==> src/design/sfs_pkg.sv <==
package sfs_pkg;

  localparam int AccW    = 17;
  localparam int PsumW   = 18;
  localparam int LinW    = 22;
  localparam int DvdW    = LinW;
  localparam int DvsW    = 16;
  localparam int DivCntW = $clog2(DvdW + 1);
  localparam int MulW    = 11;
  localparam int MulCntW = $clog2(MulW);
  localparam int FrameW  = 11;
  localparam int RlDiffW = 20;

  localparam logic [8:0]  RepeatForever = 9'h1FF;
  localparam logic [8:0]  RepeatFloor   = 9'h100;
  localparam logic [12:0] TexWidthMax   = 13'd4096;

  typedef enum logic [2:0] {
    CFG_FRAME_WIDTH   = 3'd0,
    CFG_FRAME_HEIGHT  = 3'd1,
    CFG_TEXTURE_WIDTH = 3'd2,
    CFG_FRAME_DELAY   = 3'd3,
    CFG_FIRST_FRAME   = 3'd4,
    CFG_FRAME_COUNT   = 3'd5,
    CFG_REPEAT_TIMES  = 3'd6
  } sfs_cfg_e;

  typedef enum logic [2:0] {
    ST_IDLE,
    ST_TDIV,
    ST_PDIV,
    ST_XMUL,
    ST_XDIV,
    ST_YMUL,
    ST_HOLD
  } sfs_state_e;

  typedef struct packed {
    logic               start;
    logic [DivCntW-1:0] nbits;
  } sfs_div_ctl_t;

endpackage

==> src/design/sprite_frame_sequencer.sv <==
// Items are not overlapped: the input stalls from transfer until the result has moved
// to the output register. The two timing divisions are skipped when the animation
// is frozen or has fewer than two frames. Each item's arithmetic uses the shared
// one-bit-per-cycle divider (17, 18 and 22 steps) and two 11-step serial multiplies.
// A finished result waits in the output register while the next item is taken.
// Reset: asynchronous, active low; control and config registers load their defaults, animation restarts.
module sprite_frame_sequencer #(
  parameter int MAX_FRAMES = 64
) (
  input  logic        clk_i,
  input  logic        rst_ni,
  input  logic        in_valid_i,
  output logic        in_stall_o,
  input  logic [15:0] elapsed_i,
  output logic        out_valid_o,
  input  logic        out_stall_i,
  output logic [10:0] frame_index_o,
  output logic [11:0] src_x_o,
  output logic [15:0] src_y_o,
  output logic        finished_o,
  input  logic        cfg_valid_i,
  output logic        cfg_ready_o,
  input  logic [2:0]  cfg_index_i,
  input  logic [15:0] cfg_data_i
);
  import sfs_pkg::*;

  localparam int CntMax = (MAX_FRAMES < 127) ? MAX_FRAMES : 127;
  localparam int PosW   = (CntMax > 1) ? $clog2(CntMax) : 1;

  sfs_state_e state_q, state_d;

  logic [10:0] frame_width_q, frame_height_q;
  logic [12:0] texture_width_q;
  logic [15:0] frame_delay_q;
  logic [9:0]  first_frame_q;
  logic [6:0]  frame_count_q;
  logic [8:0]  repeat_times_q;

  logic [15:0]     time_accum_q;
  logic [PosW-1:0] frame_pos_q;
  logic [8:0]      repeats_left_q;
  logic            done_q;

  logic [MulCntW-1:0] mcnt_q;
  logic [15:0]        tacc_q;
  logic [FrameW-1:0]  frame_q;
  logic [MulW-1:0]    mop_q;
  logic [LinW-1:0]    lin_q, lin_d;
  logic [11:0]        sx_q;
  logic [LinW-1:0]    qy_q;
  logic [15:0]        yacc_q, yacc_d;
  logic               ysat_q, ysat_d;

  logic              out_valid_q;
  logic [10:0]       out_frame_q;
  logic [11:0]       out_sx_q;
  logic [15:0]       out_sy_q;
  logic              out_fin_q;

  sfs_div_ctl_t  div_ctl;
  logic [DvdW-1:0] div_dividend, div_quo;
  logic [DvsW-1:0] div_divisor, div_rem;
  logic            div_done;

  logic              in_xfer, out_free, cfg_we, restart;
  logic [6:0]        cnt_eff;
  logic              short_anim;
  logic [15:0]       delay_eff;
  logic [12:0]       tw_eff;
  logic [FrameW-1:0] last_frame, still_frame, frame_new;
  logic [AccW-1:0]   acc_sum;
  logic [PsumW-1:0]  pos_sum, wraps;
  logic [PosW-1:0]   pos_rem;
  logic signed [RlDiffW-1:0] rl_diff;
  logic [8:0]        rl_new;
  logic              update_rl, freeze;
  logic [17:0]       ysum;

  assign cfg_ready_o = 1'b1;
  assign cfg_we      = cfg_valid_i && cfg_ready_o;
  assign restart     = cfg_we && (cfg_index_i inside {CFG_FRAME_DELAY, CFG_FIRST_FRAME,
                                                      CFG_FRAME_COUNT, CFG_REPEAT_TIMES});
  assign in_stall_o  = (state_q != ST_IDLE);
  assign in_xfer     = in_valid_i && !in_stall_o;
  assign out_free    = !out_valid_q || !out_stall_i;

  always_comb begin
    cnt_eff     = (frame_count_q > 7'(CntMax)) ? 7'(CntMax) : frame_count_q;
    short_anim  = cnt_eff < 7'd2;
    delay_eff   = (frame_delay_q == '0) ? 16'd1 : frame_delay_q;
    if (texture_width_q == '0) begin
      tw_eff = 13'd1;
    end else if (texture_width_q > TexWidthMax) begin
      tw_eff = TexWidthMax;
    end else begin
      tw_eff = texture_width_q;
    end
    last_frame  = {1'b0, first_frame_q} + {4'b0, cnt_eff} - 11'd1;
    still_frame = short_anim ? {1'b0, first_frame_q} : last_frame;
    acc_sum     = {1'b0, time_accum_q} + {1'b0, elapsed_i};
    pos_sum     = PsumW'(frame_pos_q) + {1'b0, div_quo[AccW-1:0]};
    wraps       = div_quo[PsumW-1:0];
    pos_rem     = div_rem[PosW-1:0];
    rl_diff     = $signed({{(RlDiffW-9){repeats_left_q[8]}}, repeats_left_q})
                - $signed({2'b00, wraps});
    rl_new      = (rl_diff < -20'sd256) ? RepeatFloor : rl_diff[8:0];
    update_rl   = (wraps != '0) && (repeats_left_q != RepeatForever);
    freeze      = update_rl && (rl_new[8] || (rl_new == '0));
    frame_new   = freeze ? last_frame : ({1'b0, first_frame_q} + FrameW'(pos_rem));
    lin_d       = {lin_q[LinW-2:0], 1'b0} + (mop_q[MulW-1] ? LinW'(frame_width_q) : '0);
    ysum        = {1'b0, yacc_q, 1'b0} + (mop_q[MulW-1] ? {2'b00, qy_q[15:0]} : 18'd0);
    ysat_d      = ysat_q || (mop_q[MulW-1] && (qy_q[LinW-1:16] != '0)) || (ysum[17:16] != '0);
    yacc_d      = ysum[15:0];
  end

  // next state
  always_comb begin
    state_d = state_q;
    case (state_q)
      ST_IDLE: if (in_xfer) state_d = (short_anim || done_q) ? ST_XMUL : ST_TDIV;
      ST_TDIV: if (div_done) state_d = ST_PDIV;
      ST_PDIV: if (div_done) state_d = ST_XMUL;
      ST_XMUL: if (mcnt_q == '0) state_d = ST_XDIV;
      ST_XDIV: if (div_done) state_d = ST_YMUL;
      ST_YMUL: if (mcnt_q == '0) state_d = ST_HOLD;
      ST_HOLD: if (out_free) state_d = ST_IDLE;
      default: state_d = ST_IDLE;
    endcase
  end

  // divider requests
  always_comb begin
    div_ctl      = '0;
    div_dividend = '0;
    div_divisor  = '0;
    case (state_q)
      ST_IDLE: begin
        div_ctl.start = in_xfer && !short_anim && !done_q;
        div_ctl.nbits = DivCntW'(AccW);
        div_dividend  = {acc_sum, {(DvdW-AccW){1'b0}}};
        div_divisor   = delay_eff;
      end
      ST_TDIV: begin
        div_ctl.start = div_done;
        div_ctl.nbits = DivCntW'(PsumW);
        div_dividend  = {pos_sum, {(DvdW-PsumW){1'b0}}};
        div_divisor   = DvsW'(cnt_eff);
      end
      ST_XMUL: begin
        div_ctl.start = (mcnt_q == '0);
        div_ctl.nbits = DivCntW'(LinW);
        div_dividend  = lin_d;
        div_divisor   = DvsW'(tw_eff);
      end
      default: begin
        div_ctl = '0;
      end
    endcase
  end

  sfs_sdiv u_div (
    .clk_i       (clk_i),
    .rst_ni      (rst_ni),
    .ctl_i       (div_ctl),
    .dividend_i  (div_dividend),
    .divisor_i   (div_divisor),
    .done_o      (div_done),
    .quotient_o  (div_quo),
    .remainder_o (div_rem)
  );

  always_ff @(posedge clk_i or negedge rst_ni) begin
    if (!rst_ni) begin
      state_q         <= ST_IDLE;
      mcnt_q          <= '0;
      out_valid_q     <= 1'b0;
      frame_width_q   <= 11'd16;
      frame_height_q  <= 11'd16;
      texture_width_q <= 13'd256;
      frame_delay_q   <= 16'd1;
      first_frame_q   <= 10'd0;
      frame_count_q   <= 7'd1;
      repeat_times_q  <= RepeatForever;
      time_accum_q    <= '0;
      frame_pos_q     <= '0;
      repeats_left_q  <= RepeatForever;
      done_q          <= 1'b0;
    end else begin
      state_q <= state_d;

      if ((state_q == ST_IDLE && in_xfer && (short_anim || done_q)) ||
          (state_q == ST_PDIV && div_done) || (state_q == ST_XDIV && div_done)) begin
        mcnt_q <= MulCntW'(MulW - 1);
      end else if ((state_q == ST_XMUL || state_q == ST_YMUL) && mcnt_q != '0) begin
        mcnt_q <= mcnt_q - MulCntW'(1);
      end

      if (state_q == ST_HOLD && out_free) begin
        out_valid_q <= 1'b1;
      end else if (!out_stall_i) begin
        out_valid_q <= 1'b0;
      end

      if (cfg_we) begin
        case (cfg_index_i)
          CFG_FRAME_WIDTH:   frame_width_q   <= cfg_data_i[10:0];
          CFG_FRAME_HEIGHT:  frame_height_q  <= cfg_data_i[10:0];
          CFG_TEXTURE_WIDTH: texture_width_q <= cfg_data_i[12:0];
          CFG_FRAME_DELAY:   frame_delay_q   <= cfg_data_i;
          CFG_FIRST_FRAME:   first_frame_q   <= cfg_data_i[9:0];
          CFG_FRAME_COUNT:   frame_count_q   <= cfg_data_i[6:0];
          CFG_REPEAT_TIMES:  repeat_times_q  <= cfg_data_i[8:0];
          default: ;
        endcase
      end

      if (restart) begin
        time_accum_q   <= '0;
        frame_pos_q    <= '0;
        done_q         <= 1'b0;
        repeats_left_q <= (cfg_index_i == CFG_REPEAT_TIMES) ? cfg_data_i[8:0] : repeat_times_q;
      end else if (state_q == ST_PDIV && div_done) begin
        if (update_rl) repeats_left_q <= rl_new;
        if (freeze) begin
          done_q       <= 1'b1;
          time_accum_q <= '0;
          frame_pos_q  <= '0;
        end else begin
          time_accum_q <= tacc_q;
          frame_pos_q  <= pos_rem;
        end
      end
    end
  end

  always_ff @(posedge clk_i) begin
    case (state_q)
      ST_IDLE: begin
        if (in_xfer && (short_anim || done_q)) begin
          frame_q <= still_frame;
          mop_q   <= still_frame;
          lin_q   <= '0;
        end
      end
      ST_TDIV: begin
        if (div_done) tacc_q <= div_rem;
      end
      ST_PDIV: begin
        if (div_done) begin
          frame_q <= frame_new;
          mop_q   <= frame_new;
          lin_q   <= '0;
        end
      end
      ST_XMUL: begin
        lin_q <= lin_d;
        mop_q <= {mop_q[MulW-2:0], 1'b0};
      end
      ST_XDIV: begin
        if (div_done) begin
          sx_q   <= div_rem[11:0];
          qy_q   <= div_quo;
          mop_q  <= frame_height_q;
          yacc_q <= '0;
          ysat_q <= 1'b0;
        end
      end
      ST_YMUL: begin
        yacc_q <= yacc_d;
        ysat_q <= ysat_d;
        mop_q  <= {mop_q[MulW-2:0], 1'b0};
      end
      ST_HOLD: begin
        if (out_free) begin
          out_frame_q <= frame_q;
          out_sx_q    <= sx_q;
          out_sy_q    <= ysat_q ? 16'hFFFF : yacc_q;
          out_fin_q   <= done_q;
        end
      end
      default: ;
    endcase
  end

  assign out_valid_o   = out_valid_q;
  assign frame_index_o = out_frame_q;
  assign src_x_o       = out_sx_q;
  assign src_y_o       = out_sy_q;
  assign finished_o    = out_fin_q;

endmodule

==> src/design/sfs_sdiv.sv <==
module sfs_sdiv (
  input  logic                         clk_i,
  input  logic                         rst_ni,
  input  sfs_pkg::sfs_div_ctl_t        ctl_i,
  input  logic [sfs_pkg::DvdW-1:0]     dividend_i,
  input  logic [sfs_pkg::DvsW-1:0]     divisor_i,
  output logic                         done_o,
  output logic [sfs_pkg::DvdW-1:0]     quotient_o,
  output logic [sfs_pkg::DvsW-1:0]     remainder_o
);
  import sfs_pkg::*;

  logic               busy_q, done_q;
  logic [DivCntW-1:0] cnt_q;
  logic [DvdW-1:0]    dvd_q, quo_q;
  logic [DvsW-1:0]    dvs_q, rem_q;
  logic [DvsW:0]      trial;
  logic               fits;
  logic [DvsW-1:0]    rem_step;

  // restoring division, dividend arrives left-aligned, one quotient bit per cycle
  always_comb begin
    trial    = {rem_q, dvd_q[DvdW-1]};
    fits     = trial >= {1'b0, dvs_q};
    rem_step = fits ? DvsW'(trial - {1'b0, dvs_q}) : trial[DvsW-1:0];
  end

  always_ff @(posedge clk_i or negedge rst_ni) begin
    if (!rst_ni) begin
      busy_q <= 1'b0;
      done_q <= 1'b0;
      cnt_q  <= '0;
    end else begin
      done_q <= 1'b0;
      if (ctl_i.start) begin
        busy_q <= 1'b1;
        cnt_q  <= ctl_i.nbits;
      end else if (busy_q) begin
        cnt_q <= cnt_q - DivCntW'(1);
        if (cnt_q == DivCntW'(1)) begin
          busy_q <= 1'b0;
          done_q <= 1'b1;
        end
      end
    end
  end

  always_ff @(posedge clk_i) begin
    if (ctl_i.start) begin
      dvd_q <= dividend_i;
      dvs_q <= divisor_i;
      rem_q <= '0;
      quo_q <= '0;
    end else if (busy_q) begin
      dvd_q <= {dvd_q[DvdW-2:0], 1'b0};
      rem_q <= rem_step;
      quo_q <= {quo_q[DvdW-2:0], fits};
    end
  end

  assign done_o      = done_q;
  assign quotient_o  = quo_q;
  assign remainder_o = rem_q;

endmodule

==> config.mk <==
export PLATFORM = sky130hd
export DESIGN_NAME = sprite_frame_sequencer
export DESIGN_NICKNAME = d
export VERILOG_FILES = /design/src/design/sfs_pkg.sv /design/src/design/sprite_frame_sequencer.sv /design/src/design/sfs_sdiv.sv
export SDC_FILE = /design/constraint.sdc
export NUM_CORES = 1
export LEC_CHECK = 0
export ABC_AREA = 1
export BUFFER_PORTS_ARGS = -buffer_cell sky130_fd_sc_hd__buf_2
export CAP_MARGIN = 15
export CELL_PAD_IN_SITES_DETAIL_PLACEMENT = 0
export CELL_PAD_IN_SITES_GLOBAL_PLACEMENT = 1
export CORE_ASPECT_RATIO = 1.1
export CORE_UTILIZATION = 52
export DETAILED_ROUTE_END_ITERATION = 12
export GPL_ROUTABILITY_DRIVEN = 0
export PLACE_DENSITY = 0.92
export SETUP_SLACK_MARGIN = 0.2
export SLEW_MARGIN = 20
export SYNTH_ARGS = -nofsm -noshare
export SYNTH_HDL_FRONTEND = slang
export SYNTH_SLANG_ARGS = --single-unit
==> constraint.sdc <==
create_clock -name clk_i -period 8 [get_ports clk_i]
set_clock_uncertainty 0.05 [all_clocks]
set_input_delay 0.8 -clock clk_i [delete_from_list [all_inputs] [get_ports clk_i]]
set_output_delay 0.8 -clock clk_i [all_outputs]
set_load 0.1 [all_outputs]
==> results of run 1 <==
sequential cells by signal (all words and copies together), names as in the netlist, 12 cells and up:
| register | flops |
|---|---|
| src_y_o | 16 |
| time_accum_q | 16 |
| sx_q | 12 |
| qy_q | 22 |
| lin_q | 21 |
| u_div.dvd_q | 22 |
| tacc_q | 16 |
| src_x_o | 12 |
| u_div.remainder_o | 16 |
| texture_width_q | 13 |
| frame_delay_q | 16 |
| yacc_q | 16 |
| u_div.quotient_o | 22 |
| u_div.dvs_q | 16 |
worst paths after layout:
| kind | startpoint | end | slack [ps] | depth (start not counted) |
|---|---|---|---|---|
| min in group clk_i | sx_q[8]$_DFFE_PP_ | src_x_o[8]$_DFFE_PP_ | 370 | 0 |
| setup / recovery | state_q[0]$_DFFE_PN0P_ | u_div.dvd_q[17]$_DFFE_PP_ | 3180 | 12 |
| setup reg to reg | state_q[0]$_DFFE_PN0P_ | u_div.dvd_q[17]$_DFFE_PP_ | 3180 | 12 |
| hold reg to reg | sx_q[8]$_DFFE_PP_ | src_x_o[8]$_DFFE_PP_ | 370 | 0 |
| max in group asynchronous | rst_ni | done_q$_DFFE_PN0P_ | 6520 | 2 |
| hold / removal | rst_ni | frame_delay_q[14]$_DFFE_PN0P_ | 210 | 1 |
cell families after synthesis:
group                    Yosys count
AND/OR/NAND/NOR                  933
AO/OA/AOI/OAI                    433
buffers and inverters            362
flip-flops                       350
adder cells (fa/ha/maj)          117
XOR/XNOR                          32
other                              1
critical path, cell delays in order, from the launching register on:
cell     delay [ps]
dfrtp_1         380
inv_1            90
nor2_1          210
inv_1            90
nor2_1          690
inv_1           570
nor2_1          220
buf_4           270
a21oi_1          90
nand2_2         370
buf_4           460
nor2_1          190
inv_2           710
report_power, final:
| part | total (mW) | leakage, nW | switching, mW | internal (mW) |
|---|---|---|---|---|
| registers | 2.92 | 3.62 | 0.367 | 2.55 |
| clock network | 1.79 | 0.624 | 0.708 | 1.08 |
| logic | 3.89 | 5.63 | 2.65 | 1.24 |
routing by layer:
layer / up-vias / GRT usage
li1: 7674 / -
met3: 112 / 0.02816
met4: 0 / 0.1068
met1: 7245 / 0.3301
met5: - / 0
met2: 419 / 0.4507
cells in the final DEF, fill, tap and decap left out, types with 19 or more instances in the layout:
cell / instances
nand3_1: 165
o21ai_0: 190
a31oi_1: 19
dfstp_2: 23
o22ai_1: 25
buf_2: 80
nand4_1: 22
xor2_1: 24
ha_1: 109
inv_1: 298
edfxtp_1: 188
dfxtp_1: 38
clkbuf_16: 38
or2_2: 24
nor3_1: 22
nor2_1: 126
a21oi_1: 130
dfrtp_1: 101
nand2_1: 541
stage by stage:
stage / instances / area (µm²) / setup WS [ps] / total power, mW / hold WS (ps)
2_1_floorplan: 2228 / 19110 / 2785 / 5.802 / 350.3
3_3_place_gp: 2752 / 20010 / 3452 / 6.691 / 353.2
3_5_place_dp: 2752 / 20020 / 3271 / 6.785 / 354.5
4_1_cts: 2819 / 21290 / 3248 / 8.599 / 230.2
5_1_grt: 2819 / 21300 / 2741 / 9.229 / 258.5
6_report: 2819 / 21300 / 3179 / 8.602 / 214.0
final cells by class:
class / count / area, µm² / share of cell area
sequential: 350 / 9538 / 0.4479
tap: 487 / 609.3 / 0.02861
timing repair buffer: 96 / 524.3 / 0.02462
clock buffer: 50 / 1046 / 0.04912
clock inverter: 17 / 226.5 / 0.01063
multi-input combinational: 1516 / 8214 / 0.3857
inverter: 303 / 1137 / 0.05341
==> run_results.csv, run 1 <==
group,metric,value,unit
power_and_ir_drop,p_leak,9.878,nW
synthesis,synthAdderAreaFrac,0.07976,
detailed_routing,dr_wl_met2,23520,µm
clocking,cts_resized,0,
global_routing,grt_pass1_wl,76870,µm
final_layout,layout.nets,2461,
timing,setup_viol,0,
detailed_routing,first_pass_iters,5,
synthesis,yosys.area_share.simple,0.2074,
synthesis,ys_seq_elements,350,
synthesis,synth_area_leader_cell,"edfxtp_1",
placed_design,portBuffers,81,
clocking,cts-htree-levels,2,
power_and_ir_drop,ir_drop,249.0,µV
floorplan,io_pins,83,
global_routing,first_global_vias,15010,
timing,relSlewSlack,0.2826,
clocking,clkSlewWorstSetupHoldPaths,60,ps
synthesis,synth_area_leaders,"edfxtp_1 (30%), dfrtp_1 (13%), nand2_1 (11%), ha_1 (7.1%), inv_1 (5.9%)",
floorplan,fp.dieArea,37520,µm²
clocking,clockRootBuffer,"clkbuf_16",
final_layout,syn_to_final_growth,11.45,%
clocking,cts.sinks,350,
clocking,cts_tree,"built",
synthesis,syn_inst,2228,
placed_design,hpwl,35200,µm
synthesis,synth_async_sr_flop_share,0.3543,
detailed_routing,drtIter0Drc,1299,
synthesis,synth_common_cells,"nand2_1 (541), inv_1 (298), o21ai_0 (191), edfxtp_1 (188), nand3_1 (165)",
synthesis,synth_compound_area_frac,0.1261,
detailed_routing,wl_met3,2051,µm
floorplan,dieHeight,203.0,µm
detailed_routing,top_layer_used,"met4",
critical_path,crit_required,8100,ps
clocking,clock_latency,530,ps
timing,tns,0,ps
critical_path,worstPathArrival,4920,ps
clocking,cts_made_buffers,37,
timing,finalCritPeriodShare,0.6027,
power_and_ir_drop,cellPowerDensity,403.9,nW/µm²
synthesis,synth_edf_count,188,
timing,rsz0062_at_grt,"false",
synthesis,yosysUniqueCellTypes,62,
synthesis,ys_seq_area_frac,0.4992,
timing,min_period,4821,ps
critical_path,end_kind,"flip-flop",
floorplan,core_area,36170,µm²
critical_path,crit_type,"reg -> reg",
global_routing,grt_max_degree,79,
final_layout,antenna_cells,0,
synthesis,syn_area,19110,µm²
detailed_routing,wirelength,47530,µm
floorplan,start_util,0.5283,
detailed_routing,drcViolationCount,0,
final_layout,drive_gt1_frac,0.09520,
detailed_routing,ant_nets,0,
synthesis,synth_warnings,0,
final_layout,utilization,0.5888,
synthesis,yosysMostFrequentCell,"nand2_1",
timing,final_hold_viol_count,0,
hold_path,hold_path_class,"in -> async",
global_routing,antenna_found_initial,0,
detailed_routing,wl_per_cell,16.86,µm
synthesis,synth_top_family_by_area,"simple AND/OR/NAND/NOR gates",
clocking,hold_buffers,0,
synthesis,synth_top_area_share,0.2955,
synthesis,synth_mux_area_frac,0,
synthesis,syn-num-nets,2385,
global_routing,grt_use_total,0.2603,
clocking,clock_path_buffers,3,
synthesis,synth_xor_area_frac,0.01467,
detailed_routing,post_drt_via_cell_ratio,5.481,
critical_path,crit_path_start_kind,"flip-flop",
timing,fmax,207.4,MHz
floorplan,fp.dieW,184.8,µm
detailed_routing,dr_total_vias,15450,
flow_run,maxCapViolations,0,
timing,final_max_slew_viol_count,0,
clocking,post-cts-setup-buffers,0,
synthesis,ys.flop_type,"edfxtp_1",
critical_path,worstPathMaxFanout,49,
outcome,status,"completed",
detailed_routing,met1_length,20160,µm
floorplan,rows,73,
global_routing,overflow,0,
final_layout,nFillCells,3194,
timing,worst_slew_pin_slew,1076,ps
synthesis,syn_avg_cell_area,8.576,µm²
No activity file was read; power rests on OpenSTA's default activity.
==> inputs of run 2 (changes only) <==
Settings changed: CORE_UTILIZATION 52 to 43, PLACE_DENSITY 0.92 to 0.82.
Clock period 8 ns to 4.3 ns, I/O delays scaled along.
==> run_results.csv, run 2 (synthesis results as in run 1) <==
group,metric,value,unit
outcome,status,"complete, but fails checks",
outcome,violations,"negative hold slack",
detailed_routing,post_drt_via_cell_ratio,5.260,
timing,rsz0062_at_grt,"false",
floorplan,dieHeight,223.1,µm
placed_design,hpwl,37290,µm
global_routing,grt_pass1_wl,79060,µm
final_layout,mostFrequentLayoutCells,"nand2_1 (540), inv_1 (298), edfxtp_1 (188)",
timing,final_hold_viol_count,11,
final_layout,multi_input_area,8253,µm²
critical_path,crit_path_start_kind,"flip-flop",
detailed_routing,wl_met3,1792,µm
timing,finalCritPeriodShare,0.8687,
final_layout,final_common_cell,"nand2_1",
critical_path,crit_start,"frame_count_q[2]$_DFFE_PN0P_",
clocking,cts_tree,"built",
timing,min_period,3736,ps
detailed_routing,dr_total_vias,15390,
detailed_routing,top_layer_used,"met4",
global_routing,overflow,0,
global_routing,grt_max_degree,74,
timing,tns,0,ps
critical_path,worstPathArrival,3960,ps
critical_path,end_kind,"flip-flop",
detailed_routing,met1_length,21060,µm
detailed_routing,wl_per_cell,17.12,µm
detailed_routing,drcViolationCount,0,
clocking,cts_made_buffers,38,
floorplan,core_area,43640,µm²
power_and_ir_drop,ir_drop,286.3,µV
final_layout,seqCellArea,9538,µm²
final_layout,syn_to_final_growth,12.64,%
global_routing,first_global_vias,14990,
clocking,post-cts-setup-buffers,0,
timing,worst_slack,564.4,ps
detailed_routing,ant_nets,0,
placed_design,place_ws,261.7,ps
timing,final_max_slew_viol_count,0,
detailed_routing,drtIter0Drc,881,
floorplan,start_util,0.4378,
clocking,clock_latency,540,ps
timing,relSlewSlack,0.2551,
critical_path,crit_required,4530,ps
critical_path,crit_type,"reg -> reg",
final_layout,nFillCells,4226,
detailed_routing,wirelength,50070,µm
clocking,cts-htree-levels,2,
final_layout,drive_gt1_frac,0.1004,
flow_run,maxCapViolations,0,
placed_design,portBuffers,81,
timing,setup_viol,0,
final_layout,layout.nets,2480,
clocking,clock_path_buffers,3,
floorplan,rows,80,
global_routing,antenna_found_initial,0,
clocking,cts.sinks,350,
power_and_ir_drop,cellPowerDensity,744.6,nW/µm²
timing,worst_slew_pin_slew,1115,ps
final_layout,antenna_cells,0,
floorplan,io_pins,83,
floorplan,fp.dieArea,45280,µm²
clocking,clkSlewWorstSetupHoldPaths,60,ps
timing,fmax,267.7,MHz
critical_path,worstPathMaxFanout,4,
critical_path,r2r-start,"frame_count_q[2]$_DFFE_PN0P_",
timing,fin_hold_ws,-24.17,ps
floorplan,fp.dieW,203.0,µm
hold_path,hold_path_class,"in -> async",
global_routing,grt_use_total,0.2211,
power_and_ir_drop,p_leak,9.937,nW
detailed_routing,first_pass_iters,5,
detailed_routing,dr_wl_met2,25610,µm
clocking,clockRootBuffer,"clkbuf_16",
[run 2: cell count changes in the layout (fill, tap and decap cells not counted), moves of 2 or more]
| cell | previous run | this run |
|---|---|---|
| bufinv_16 | 5 | 1 |
| clkbuf_1 | 7 | 12 |
| o21ai_0 | 190 | 187 |
| o21ai_1 | 4 | 7 |
| buf_4 | 15 | 33 |
| clkbuf_16 | 38 | 41 |
| clkbuf_8 | 5 | 2 |
| clkinv_1 | 5 | 7 |
| clkinv_2 | 6 | 4 |
[run 2: critical path, cell delays in order, from the launching register on]
cell and delay [ps]:
dfrtp_1 400, nor3_1 200, inv_1 120, o41ai_4 270
buf_4 190, nand2_1 60, ha_1 290, inv_1 60
ha_1 160, inv_1 60, fa_1 400, o21ai_1 230
a21oi_1 90, o21ai_1 190, a21oi_1 90, o21ai_0 190
xor2_1 110, nand2_1 60, o21ai_0 110, nand2_1 80
nand3_1 70
[run 2: routing by layer]
layer / track usage / up-vias
li1: - / 7706
met1: 0.2700 / 7268
met2: 0.4009 / 318
met3: 0.02469 / 93
met4: 0.07713 / 0
met5: 0 / -
[run 2: metrics by stage]
step / util / hold slack (ps) / instance area [µm²] / std cells / power (mW)
2_1_floorplan: - / 84.41 / 19110 / 2228 / 10.79
3_3_place_gp: 0.4643 / 351.7 / 20260 / 2856 / 12.66
3_5_place_dp: 0.4644 / 354.5 / 20270 / 2856 / 12.82
4_1_cts: 0.4919 / 4.316 / 21470 / 2924 / 16.04
5_1_grt: 0.4931 / 38.59 / 21520 / 2925 / 17.22
6_report: 0.4931 / -24.17 / 21520 / 2925 / 16.03
[run 2: final timing paths]
path                                                  to  slack [ps]  cells past startpoint
max                                   mop_q[9]$_DFFE_PP_         560                     20
min                        frame_delay_q[15]$_DFFE_PN0P_         -20                      1
max reg2reg                           mop_q[9]$_DFFE_PP_         560                     20
min reg2reg                   frame_index_o[2]$_DFFE_PP_         370                      0
max in group asynchronous  repeat_times_q[2]$_DFFE_PN1P_        3210                      2
min in group clk_i         frame_delay_q[13]$_DFFE_PN0P_          60                      3
[run 2: timing repair]
item / 4_1_cts / 5_1_grt
hold buffers: 0 / 0
resized for setup: 0 / 7
endpoints found under the setup margin: 0 / 37
[run 2: final cells by class]
cell class              instances  area share
clock buffers                  55     0.05104
multi-input cells            1516      0.3835
repair buffers                114     0.03139
flip-flops and latches        350      0.4432
clock inverters                13    0.004709
inverters                     303     0.05285
well taps                     574     0.03337
[run 2: power by group]
| group | switching (mW) | internal, mW |
|---|---|---|
| Sequential | 0.594 | 4.75 |
| Clock | 1.34 | 1.84 |
| Combinational | 5.09 | 2.41 |
| Total | 7.03 | 9.00 |
